[src/gcd_pkg.sv]
package gcd_pkg;

    localparam int ROT_W       = 33;
    localparam int PROD_W      = 2 * ROT_W;
    localparam int SUM_W       = PROD_W + 2;
    localparam int DP_W        = 32;
    localparam int SQRT_W      = 62;
    localparam int SQRT_STEPS  = 31;
    localparam int VEC_W       = 34;
    localparam int RAD_W       = 16;
    localparam int ARC_W       = 26;
    localparam int T_W         = 32;

    localparam longint START_GAIN_Q30 = 64'sd652032874;
    localparam longint Q30_ONE        = 64'sd1073741824;
    localparam logic [30:0] RAD_PER_DEG_Q36 = 31'd1199381129;
    localparam logic [RAD_W-1:0] RADIUS_RESET = 16'd3959;
    localparam logic [ARC_W-1:0] ARC_MAX = '1;

    localparam longint ATAN_DEG_Q24 [32] = '{
        754974720, 445687602, 235489088, 119537938, 60000934, 30029717,
        15018523, 7509720, 3754917, 1877466, 938734, 469367, 234683,
        117342, 58671, 29335, 14668, 7334, 3667, 1833, 917, 458, 229,
        115, 57, 29, 14, 7, 4, 2, 1, 0
    };

    function automatic longint step_angle(input int k, input int f);
        longint t;
        int     sh;
        t  = ATAN_DEG_Q24[k & 31];
        sh = 24 - f;
        if (f >= 24) begin
            return t <<< (f - 24);
        end
        return (t + (longint'(1) <<< (sh - 1))) >>> sh;
    endfunction

endpackage

[src/gcd_cordic_cell.sv]
module gcd_cordic_cell #(
    parameter int STEP   = 0,
    parameter int FRAC   = 16,
    parameter int XW     = 33,
    parameter int ZW     = 26,
    parameter int TW     = 1,
    parameter bit VECTOR = 1'b0
) (
    input  logic                 i_clk,
    input  logic                 i_en,
    input  logic signed [XW-1:0] i_x,
    input  logic signed [XW-1:0] i_y,
    input  logic signed [ZW-1:0] i_z,
    input  logic [TW-1:0]        i_tag,
    output logic signed [XW-1:0] o_x,
    output logic signed [XW-1:0] o_y,
    output logic signed [ZW-1:0] o_z,
    output logic [TW-1:0]        o_tag
);

    localparam logic signed [ZW-1:0] ANGLE = ZW'(gcd_pkg::step_angle(STEP, FRAC));

    logic signed [XW-1:0] dx;
    logic signed [XW-1:0] dy;
    logic                 dir;
    logic signed [XW-1:0] n_x;
    logic signed [XW-1:0] n_y;
    logic signed [ZW-1:0] n_z;
    logic signed [XW-1:0] r_x;
    logic signed [XW-1:0] r_y;
    logic signed [ZW-1:0] r_z;
    logic [TW-1:0]        r_tag;

    assign dx  = i_y >>> STEP;
    assign dy  = i_x >>> STEP;
    assign dir = VECTOR ? (i_y >= 0) : (i_z >= 0);

    always_comb begin
        if (dir ^ VECTOR) begin
            n_x = i_x - dx;
            n_y = i_y + dy;
            n_z = i_z - ANGLE;
        end else begin
            n_x = i_x + dx;
            n_y = i_y - dy;
            n_z = i_z + ANGLE;
        end
    end

    always_ff @(posedge i_clk) begin
        if (i_en) begin
            r_x   <= n_x;
            r_y   <= n_y;
            r_z   <= n_z;
            r_tag <= i_tag;
        end
    end

    assign o_x   = r_x;
    assign o_y   = r_y;
    assign o_z   = r_z;
    assign o_tag = r_tag;

endmodule

[config.mk]
export PLATFORM = sky130hd
export DESIGN_NAME = gcd_cordic_cell
export DESIGN_NICKNAME = d
export VERILOG_FILES = /design/src/gcd_pkg.sv /design/src/gcd_cordic_cell.sv
export SDC_FILE = /design/constraint.sdc
export NUM_CORES = 1
export LEC_CHECK = 0
export ABC_AREA = 1
export BUFFER_PORTS_ARGS = -buffer_cell sky130_fd_sc_hd__buf_2
export CORE_MARGIN = 5
export CORE_UTILIZATION = 60
export DETAILED_ROUTE_END_ITERATION = 10
export GPL_ROUTABILITY_DRIVEN = 0
export PLACE_DENSITY = 0.85
export SETUP_SLACK_MARGIN = 0.3
export SLEW_MARGIN = 20
export SYNTH_ARGS = -nofsm -noshare
export SYNTH_HDL_FRONTEND = slang
export SYNTH_SLANG_ARGS = --single-unit
[constraint.sdc]
create_clock -name i_clk -period 4.5 [get_ports i_clk]
set_input_delay 0.225 -clock i_clk [delete_from_list [all_inputs] [get_ports i_clk]]
set_output_delay 0.225 -clock i_clk [all_outputs]
set_load 0.005 [all_outputs]
==> results.py <==
metrics = {
    "yosys": {
        "yosysTopAreaCell": "edfxtp_1",
        "synth_edf_count": 92,
        "synth_top_area_share_pct": 25.43,
        "synth.distinct_cells": 37,
        "yosys-top-cells-area": "edfxtp_1 25%, nand2_1 20%, ha_1 12%",
        "ys_seq_area_share_pct": 25.43,
        "ys_async_sr_fraction_pct": 0,
        "synth_nets": 1931,
        "yosys_warnings": 0,
        "synth-main-ff-cell": "edfxtp_1",
        "netlist_area_um2": 10860,
        "ys_ff_latch": 92,
        "synthCells": 1727,
        "avgSynthCellArea_um2": 6.290,
    },
    "die": {
        "dieWidth_um": 144.6,
        "rows": 49,
        "dieHeight_um": 144.6,
        "start_util_pct": 60.68,
        "ios": 188,
        "dieArea_um2": 20900,
        "fp.coreArea_um2": 17900,
    },
    "grt": {
        "antenna_found_initial": 0,
        "grt_pass1_wl_um": 50400,
        "grt_util_all_layers_pct": 30.21,
        "grt_max_degree": 72,
        "overflow": 0,
        "grt_pass1_vias": 10611,
    },
    "worst_setup_path": {
        "start_kind": "input pin",
        "critPathRequiredTime_ns": 4.61,
        "cp_max_fo": 64,
        "cp-end-kind": "register",
        "arrival_ns": 3.20,
        "critPathKind": "in -> reg",
    },
    "clock_network": {
        "htreeDepth": 3,
        "clkTransAtPathRegs_ns": 0.07,
        "cts_tree": "built",
        "cts.sinks": 92,
        "max-clock-path-buffers": 2,
        "root_buffer": "clkbuf_16",
        "cts_hold_buf": 0,
        "cts_resized": 0,
        "post_cts_buffers": 0,
        "cts_buffers": 9,
    },
    "power_and_ir_drop": {
        "p_leak_nw": 6.885,
        "power.density_nw_per_um2": 264.5,
        "worst_ir_drop_vdd_mv": 0.1893,
        "power_w": 0.003217,
    },
    "sta": {
        "period_needed_ns": 3.099,
        "maxSlewHeadroom_pct": 51.05,
        "max_freq_mhz": 322.7,
        "setup_viol": 0,
        "holdWs_ns": 0.05361,
        "tightest_slew_ns": 0.7343,
        "rsz0062_at_grt": "false",
        "min_period_over_period_pct": 68.87,
        "hold_violations": 0,
        "drv_slew": 0,
        "finalSetupTns_ns": 0,
    },
    "layout": {
        "nets": 2089,
        "drive_gt1_share_pct": 13.33,
        "fin_area_um2": 12160,
        "area_growth_pct": 11.94,
        "antennaDiodeCount": 0,
        "fin_cells": 2119,
    },
    "routing": {
        "vias_per_cell": 5.457,
        "routedWlPerCell_um": 15.12,
        "drc": 0,
        "wl_um": 32050,
        "drt_iter0_drc": 1295,
        "postRouteAntennaNets": 0,
        "num_vias": 11564,
        "dr.pass1.iters": 7,
    },
    "min_path": {
        "hp-class": "in -> reg",
    },
    "place": {
        "post-place-cells": 2103,
        "dp_hpwl_um": 26700,
        "dpl_cell_area_um2": 11840,
        "io_buffers": 187,
    },
    "run_status": {
        "status": "finished clean",
    },
    "flow_run": {
        "cap_violations": 0,
    },
}
[kinds of logic after synthesis]
group	count (synthesis)	share of synthesized area (%)
xor+xnor	43	3.467
fa+ha+maj	109	12.83
buf+inv	373	13.91
flops	92	25.43
compound gates	169	8.282
simple gates	941	36.07
[power by group]
group          switching [W]  internal (W)  total (W)  leakage [nW]
Clock               0.000357      0.000446   0.000802         0.155
Sequential         0.0000289       0.00109    0.00112         0.899
Combinational       0.000858      0.000436    0.00129          5.83
[registers in the layout (all words and copies together), names as in the netlist]
register,cells
o_y,32
o_z,26
o_tag,1
o_x,33
[worst paths after layout]
kind,endpoint,slack (ns),cells after the start,from
worst min-delay path,o_tag$_DFFE_PP_,0.05,1,i_tag
worst max-delay path,o_z[24]$_DFFE_PP_,1.40,18,i_z[25]
[layer usage]
metal / part of all wire (%) / track usage [%] / wire length, um
met5: 0 / 0 / 0
met2: 44 / 48.55 / 14000
met1: 40 / 40.52 / 12680
met3: 13 / 5.886 / 4246
met4: 3.5 / 11.14 / 1120
[stage by stage]
stage                     worst slack [ns]  util (%)
after floorplan                      1.952         -
after global placement               1.251     66.15
after detailed placement             1.061     66.15
after CTS                            1.419     67.93
after global routing                 1.181     67.93
final                                1.401     67.93
[synth_stat cells, drive strengths merged (2+ instances only)]
| master | count |
|---|---|
| o21ai | 62 |
| ha | 105 |
| nor2 | 155 |
| clkbuf | 3 |
| inv | 330 |
| nand2 | 608 |
| edfxtp | 92 |
| o21bai | 15 |
| a21oi | 87 |
| nand3b | 2 |
| nand4 | 12 |
| nor3 | 8 |
| xor2 | 39 |
| fa | 4 |
| buf | 40 |
| a31oi | 3 |
| xnor2 | 4 |
| and2 | 6 |
| nand3 | 146 |
[worst max-delay path, cell delays in order]
cell	delay, ns
buf_2	0.10
inv_1	0.13
ha_1	0.17
nand2_1	0.05
nor4_1	0.32
nand2_1	0.11
nor2_2	0.16
nor2_4	0.05
buf_4	0.32
ha_1	0.45
a21oi_1	0.19
nand2_1	0.11
a31oi_1	0.24
nor2_1	0.09
o21ai_0	0.26
nand2_1	0.09
nand2_1	0.07
nand2_1	0.05
[cell usage in the layout (no fill, tap or decap), types with 5 or more instances in the layout]
cell / instances
nand2_1: 592
inv_1: 323
inv_2: 7
o21ai_1: 5
clkbuf_16: 9
and2_1: 6
nor2_1: 142
nand3_1: 140
nor3_1: 7
nand2_2: 16
nand3_2: 6
buf_2: 186
a21oi_1: 85
edfxtp_1: 92
o21bai_1: 15
nor2_2: 10
nand4_1: 12
o21ai_0: 57
xor2_1: 39
ha_1: 105
[layout make-up]
cell class,instances,area (um^2)
multi-input combinational,1262,6594
fill,1639,5742
sequential,92,2763
inverter,330,1239
timing repair buffer,190,960.9
tap,229,286.5
clock buffer,9,225.2
clock inverter,7,92.59
No activity file was read; power rests on OpenSTA's default activity.
