==> config.mk <==
export PLATFORM = sky130hd
export DESIGN_NAME = gcd_sqrt_cell
export DESIGN_NICKNAME = d
export VERILOG_FILES = /design/src/gcd_sqrt_cell.sv
export SDC_FILE = /design/constraint.sdc
export NUM_CORES = 1
export LEC_CHECK = 0
export ABC_CLOCK_PERIOD_IN_PS = 8300
export BUFFER_PORTS_ARGS = -buffer_cell sky130_fd_sc_hd__buf_4
export CORE_MARGIN = 4
export CORE_UTILIZATION = 50
export DETAILED_ROUTE_END_ITERATION = 8
export PLACE_DENSITY = 0.79
export SYNTH_ARGS = -nofsm -noshare
export SYNTH_HDL_FRONTEND = slang
export SYNTH_SLANG_ARGS = --single-unit
==> constraint.sdc <==
create_clock -name i_clk -period 8.3 [get_ports i_clk]
set_input_delay 0 -clock i_clk [delete_from_list [all_inputs] [get_ports i_clk]]
set_output_delay 0 -clock i_clk [all_outputs]
set_load 0.03 [all_outputs]
==> src/gcd_sqrt_cell.sv <==
module gcd_sqrt_cell #(
    parameter int STEP = 0,
    parameter int NW   = 62,
    parameter int TW   = 32
) (
    input  logic          i_clk,
    input  logic          i_en,
    input  logic [NW-1:0] i_n,
    input  logic [NW-1:0] i_r,
    input  logic [TW-1:0] i_tag,
    output logic [NW-1:0] o_n,
    output logic [NW-1:0] o_r,
    output logic [TW-1:0] o_tag
);

    localparam logic [NW-1:0] BITV = NW'(1) << (60 - 2 * STEP);

    logic [NW-1:0] trial;
    logic [NW-1:0] n_n;
    logic [NW-1:0] n_r;
    logic [NW-1:0] r_n;
    logic [NW-1:0] r_r;
    logic [TW-1:0] r_tag;

    assign trial = i_r + BITV;

    always_comb begin
        if (i_n >= trial) begin
            n_n = i_n - trial;
            n_r = (i_r >> 1) + BITV;
        end else begin
            n_n = i_n;
            n_r = i_r >> 1;
        end
    end

    always_ff @(posedge i_clk) begin
        if (i_en) begin
            r_n   <= n_n;
            r_r   <= n_r;
            r_tag <= i_tag;
        end
    end

    assign o_n   = r_n;
    assign o_r   = r_r;
    assign o_tag = r_tag;

endmodule

==> impl_metrics.json, run 1 <==
{
  "maxCapViolCount": 0,
  "first_global_vias": 9238,
  "status": "complete, no violations",
  "vias": 9086,
  "syn_avg_cell_area_um2": 10.42,
  "worst_slew_pin_slew_ns": 0.9839,
  "critPathLaunchType": "input pin",
  "whs_path_depth": 3,
  "min_period_over_period_pct": 50.88,
  "cp.arrival_ns": 4.34,
  "vias_per_cell": 5.623,
  "layout-drive-gt1-share_pct": 27.73,
  "cts-resized-gates": 0,
  "synth-edff-count": 156,
  "cts_setup_buffers": 0,
  "max_freq_mhz": 236.8,
  "grt_pass1_wl_um": 49020,
  "ir_drop_uv": 144.2,
  "finalSetupTns_ns": 0,
  "synthFlopType": "edfxtp_1",
  "cts_tree": "done",
  "hold_class": "in -> reg",
  "endpoint": "o_n[52]",
  "stdcell_count": 1616,
  "ioPinCount": 314,
  "start_util_pct": 50.83,
  "routed_wl_um": 31580,
  "hpwl_um": 20450,
  "yosysWarnings": 0,
  "nets": 1589,
  "synth_top_area_cell": "edfxtp_1",
  "maxSlewHeadroom_pct": 34.41,
  "p_leak_nw": 6.189,
  "busiest_layer": "met2",
  "overflow": 0,
  "die_w_um": 145.7,
  "antenna_found_initial": 1,
  "antenna_left": 0,
  "numCtsBuffers": 17,
  "dieArea_um2": 21220,
  "finalHoldViolations": 0,
  "crit_chain": "dlygate4sd3_1, buf_4, inv_1, ha_1, inv_1, fa_1, a211oi_2, o21ai_2, o2111ai_2, a211oi_1, or3b_4, and2_4, a31oi_4, nand2_4, buf_4, nor2_1, a21oi_1",
  "maxSlewViolCount": 0,
  "path_max_fanout": 63,
  "syn_nets": 1130,
  "cp_slowest_stage_delay_ns": 0.55,
  "htree_levels": 4,
  "grt_usage_pct": 28.63,
  "fillers": 1182,
  "clock-sinks": 156,
  "met1_usage_pct": 33.68,
  "synth.top_cell.area_share_pct": 49.44,
  "cts.clk_slew.worst_paths_ns": 0.07,
  "power_density_nw_per_um2": 192.1,
  "coreArea_um2": 18640,
  "fin_util_pct": 75.67,
  "holdWs_ns": 0.02873,
  "drt_pre_antenna_iters": 5,
  "num_rows": 50,
  "grt_setup_unrepaired": "no",
  "synth_common_cells": "edfxtp_1 (156), a21oi_1 (127), nor2_1 (86), inv_1 (77), nand2_1 (70)",
  "layout_min_cycle_time_ns": 4.223,
  "initialDrtViolationCount": 777,
  "yosysMostFrequentCell": "edfxtp_1",
  "met3_usage_pct": 5.575,
  "syn-cell-area_um2": 9475,
  "synth_cell_types": 66,
  "yosysSeqAreaShare_pct": 49.44,
  "critPathCaptureType": "flop",
  "hold_path_startpoint": "i_n[59]",
  "ys_ff_latch": 156,
  "crit_start": "i_n[0]",
  "clock-root-buffer": "clkbuf_16",
  "area_delta_synth_final_pct": 48.88,
  "ys_top_cells_by_area": "edfxtp_1 (49%), ha_1 (8.2%), a21oi_1 (6.7%), nor2_1 (3.4%), xnor2_1 (3.3%)",
  "cpMaxStageDelayCell": "dlygate4sd3_1",
  "synthCells": 909,
  "cts.path.max_buffers": 2,
  "critPathKind": "in -> reg",
  "setup-violations-final": 0,
  "drc": 0,
  "die-height_um": 145.7,
  "grt_max_degree": 80,
  "routedWlPerCell_um": 19.54,
  "dp_cells": 1430,
  "gr-usage-met2_pct": 52.22,
  "required_ns": 8.42,
  "async_flop_share_pct": 0,
  "gp_congestion": 0.8978,
  "numPortBuffers": 313
}
worst min path at each step:
stage                     slack [ns]         to
final                           0.03    o_n[59]
after global routing            0.03     o_n[0]
after CTS                       0.02    o_n[59]
after detailed placement        0.18  o_tag[21]
after global placement          0.18  o_tag[22]
after floorplan                  0.1     o_r[0]
placed cells by master, fill, tap and decap left out, drive strengths merged, types with 5 or more instances in the layout:
| master | instances |
|---|---|
| mux2 | 17 |
| and2 | 5 |
| nor3 | 10 |
| o21ai | 41 |
| xor2 | 21 |
| nand2 | 71 |
| a211oi | 7 |
| edfxtp | 156 |
| nand3 | 20 |
| clkinv | 7 |
| ha | 62 |
| a21oi | 127 |
| nor2b | 7 |
| xnor2 | 36 |
| nor2 | 86 |
| or2 | 6 |
| a21o | 24 |
| o21bai | 11 |
| o211ai | 8 |
| dlygate4sd3 | 153 |
| o21a | 7 |
| and3 | 10 |
| nand4 | 15 |
| inv | 85 |
| clkbuf | 17 |
| a31oi | 8 |
| a31o | 5 |
| buf | 315 |
sequential cells by signal, indices dropped and copies added, names as in the netlist:
register and count:
o_r 62, o_n 62, o_tag 32
through the flow:
step	setup WS, ns	instance area [um2]	power [mW]
finish	4.077	14110	2.709
global route	3.892	14110	2.810
CTS	4.223	14100	2.680
detailed placement	4.352	11980	1.831
global placement	4.477	11980	1.820
floorplan	5.413	9475	1.545
final cells by class:
cell class	instances	area, um2	area share [%]
Sequential cell	156	4684	33.21
Clock buffer	17	425.4	3.016
Multi-Input combinational cell	648	4343	30.78
Antenna cell	1	2.502	0.01774
Timing Repair Buffer	468	3900	27.65
Clock inverter	15	170.2	1.206
Inverter	77	289.0	2.049
Tap cell	234	292.8	2.075
cell families after synthesis:
group / count (synthesis) / share of synthesized area, %
adders and majority gates: 63 / 8.398
xor gates and xnor gates: 57 / 5.269
buffers and inverters: 105 / 4.780
and+or+nand+nor: 242 / 11.70
AOI/OAI and AO/OA: 268 / 17.62
DFF: 156 / 49.44
muxes: 18 / 2.799
critical path: cells and delay by family:
kind	cells	cell delay (ns)
fa+ha+maj	2	0.62
compound gates	6	1.14
simple gates	4	1.19
buf+inv	5	1.30
timing repair:
item / in CTS / in global routing
hold buffers: 153 / 0
endpoints found under the hold margin: 154 / 0
setup endpoints to repair: 0 / 0
routing by layer:
layer	wire (um)	vias up	part of all wire (%)
li1	-	4258	-
met1	11900	4290	38
met2	16440	470	52
met3	2336	68	7.4
met4	908	0	2.9
met5	0	-	0
power breakdown:
| part | leakage (nW) | switching, mW | internal (mW) |
|---|---|---|---|
| combinational | 4.37 | 0.534 | 0.373 |
| clock | 0.293 | 0.391 | 0.407 |
| sequential | 1.53 | 0.0283 | 0.976 |
| total | 6.19 | 0.953 | 1.76 |
Note: power is estimated with default switching activity, not from simulation.
==> run 2, diff against run 1 <==
- ABC_CLOCK_PERIOD_IN_PS: 8300 -> 3400
- CORE_UTILIZATION: 50 -> 47
- PLACE_DENSITY: 0.79 -> 0.78
- clock period: 8.3 -> 3.4 ns (I/O delays scaled with it)
==> run 2 against run 1 <==
First-iteration DRC count decreased by 18%. Global-route usage is 1.1 points lower. Cell count rose by 2.7%. Highest routed layer unchanged. Critical path type unchanged. Largest cell class unchanged. Clock power increased by 140%. Sequential power up 150%. Via count grew 1.3%. Total power grew 140%. Combinational power up 150%.
==> impl_metrics.json, run 2 (synthesis results as in run 1) <==
{
  "layout_min_cycle_time_ns": 3.241,
  "numPortBuffers": 313,
  "required_ns": 3.59,
  "status": "complete, no violations",
  "coreArea_um2": 19650,
  "worst_slew_pin_slew_ns": 0.6102,
  "routedWlPerCell_um": 19.23,
  "first_global_vias": 9132,
  "critPathKind": "in -> reg",
  "initialDrtViolationCount": 636,
  "cts.clk_slew.worst_paths_ns": 0.08,
  "max_freq_mhz": 308.6,
  "dpl_cell_area_um2": 12120,
  "vias_per_cell": 5.542,
  "start_util_pct": 48.21,
  "die-height_um": 150.0,
  "antenna_left": 0,
  "layout-drive-gt1-share_pct": 29.00,
  "final_common_cell": "buf_4",
  "grt_usage_pct": 27.54,
  "fin_area_um2": 14320,
  "regArea_um2": 4684,
  "fillers": 1354,
  "drc": 0,
  "maxSlewHeadroom_pct": 59.32,
  "gp_congestion": 0.9350,
  "hold_class": "in -> reg",
  "vias": 9200,
  "antenna_found_initial": 2,
  "grt_max_degree": 59,
  "pre_cts_slack_ns": 0.06953,
  "hpwl_um": 20900,
  "critPathLaunchType": "input pin",
  "die_w_um": 150.0,
  "multiInputGateArea_um2": 4395,
  "setup-violations-final": 0,
  "whs_path_depth": 3,
  "overflow": 0,
  "clock-root-buffer": "clkbuf_16",
  "maxSlewViolCount": 0,
  "finalSetupTns_ns": 0,
  "path_max_fanout": 5,
  "finalHoldViolations": 0,
  "nets": 1601,
  "cp.arrival_ns": 3.44,
  "final.setup.worst_slack_ns": 0.1593,
  "min_period_over_period_pct": 95.32,
  "p_leak_nw": 6.268,
  "grt_setup_unrepaired": "no",
  "dieArea_um2": 22500,
  "holdWs_ns": 0.03458,
  "routed_wl_um": 31920,
  "htree_levels": 4,
  "num_rows": 51,
  "maxCapViolCount": 0,
  "drt_pre_antenna_iters": 5,
  "area_delta_synth_final_pct": 51.09,
  "ir_drop_uv": 366.0,
  "ioPinCount": 314,
  "critPathCaptureType": "flop",
  "numCtsBuffers": 17,
  "final_cell_mix": "buf_4 (324), edfxtp_1 (156), dlygate4sd3_1 (153), a21oi_1 (126), nor2_1 (86)",
  "grt_pass1_wl_um": 48220,
  "cts_tree": "done",
  "cts.path.max_buffers": 2,
  "power_mw": 6.631,
  "clock-sinks": 156,
  "power_density_nw_per_um2": 463.2
}
[run 2: changes by cell type in the layout (fill, tap and decap cells not counted), moves of 2 or more]
cell | previous run | this run
a31oi_1 | 7 | 5
buf_4 | 314 | 324
a221oi_1 | 4 | 2
a221oi_2 | 0 | 2
buf_12 | 0 | 2
a31oi_2 | 0 | 2
[run 2: final cells by class]
cell class,instances,share of cell area [%]
antenna,2,0.03496
multi-input combinational,648,30.70
inverter,77,2.019
clock inverter,15,1.189
tap,265,2.316
timing repair buffer,480,28.05
clock buffer,17,2.972
sequential,156,32.72
[run 2: where the power goes]
group / total (mW) / switching, mW / internal (mW) / leakage [nW]
combinational: 2.24 / 1.30 / 0.936 / 4.45
clock: 1.94 / 0.950 / 0.992 / 0.293
sequential: 2.45 / 0.0731 / 2.38 / 1.53
[run 2: worst max-delay path, stage by stage]
cell	delay, ns
dlygate4sd3_1	0.55
buf_4	0.13
inv_1	0.05
ha_1	0.36
a21oi_1	0.15
o21bai_2	0.29
o2111ai_1	0.24
a31oi_2	0.33
o21ai_2	0.17
o31ai_4	0.29
a41oi_2	0.25
o21a_1	0.26
xnor2_1	0.12
mux2_4	0.25
[run 2: layer usage]
layer	wire [um]	GRT usage, %	vias to the layer above	share of wire (%)
met5	0	0	-	0
met4	1228	11.53	0	3.8
met3	2815	5.421	93	8.8
met2	16160	48.70	553	51
met1	11720	32.68	4284	37
li1	-	-	4270	-
[run 2: through the flow]
step                      util (%)  instances
after CTS                    72.51       1657
after global routing         72.84       1660
after floorplan                  -        909
after global placement       61.69       1472
final                        72.84       1660
after detailed placement     61.69       1472
[run 2: what timing repair did]
item / CTS / global route
setup endpoints to repair: 0 / 22
buffers inserted: 0 / 1
gates resized for setup: 0 / 10
hold endpoints to repair: 154 / 0
hold buffers: 153 / 0
[run 2: worst paths after layout]
kind,startpoint,end
max,i_r[14],o_n[61]
min,i_n[32],o_n[32]
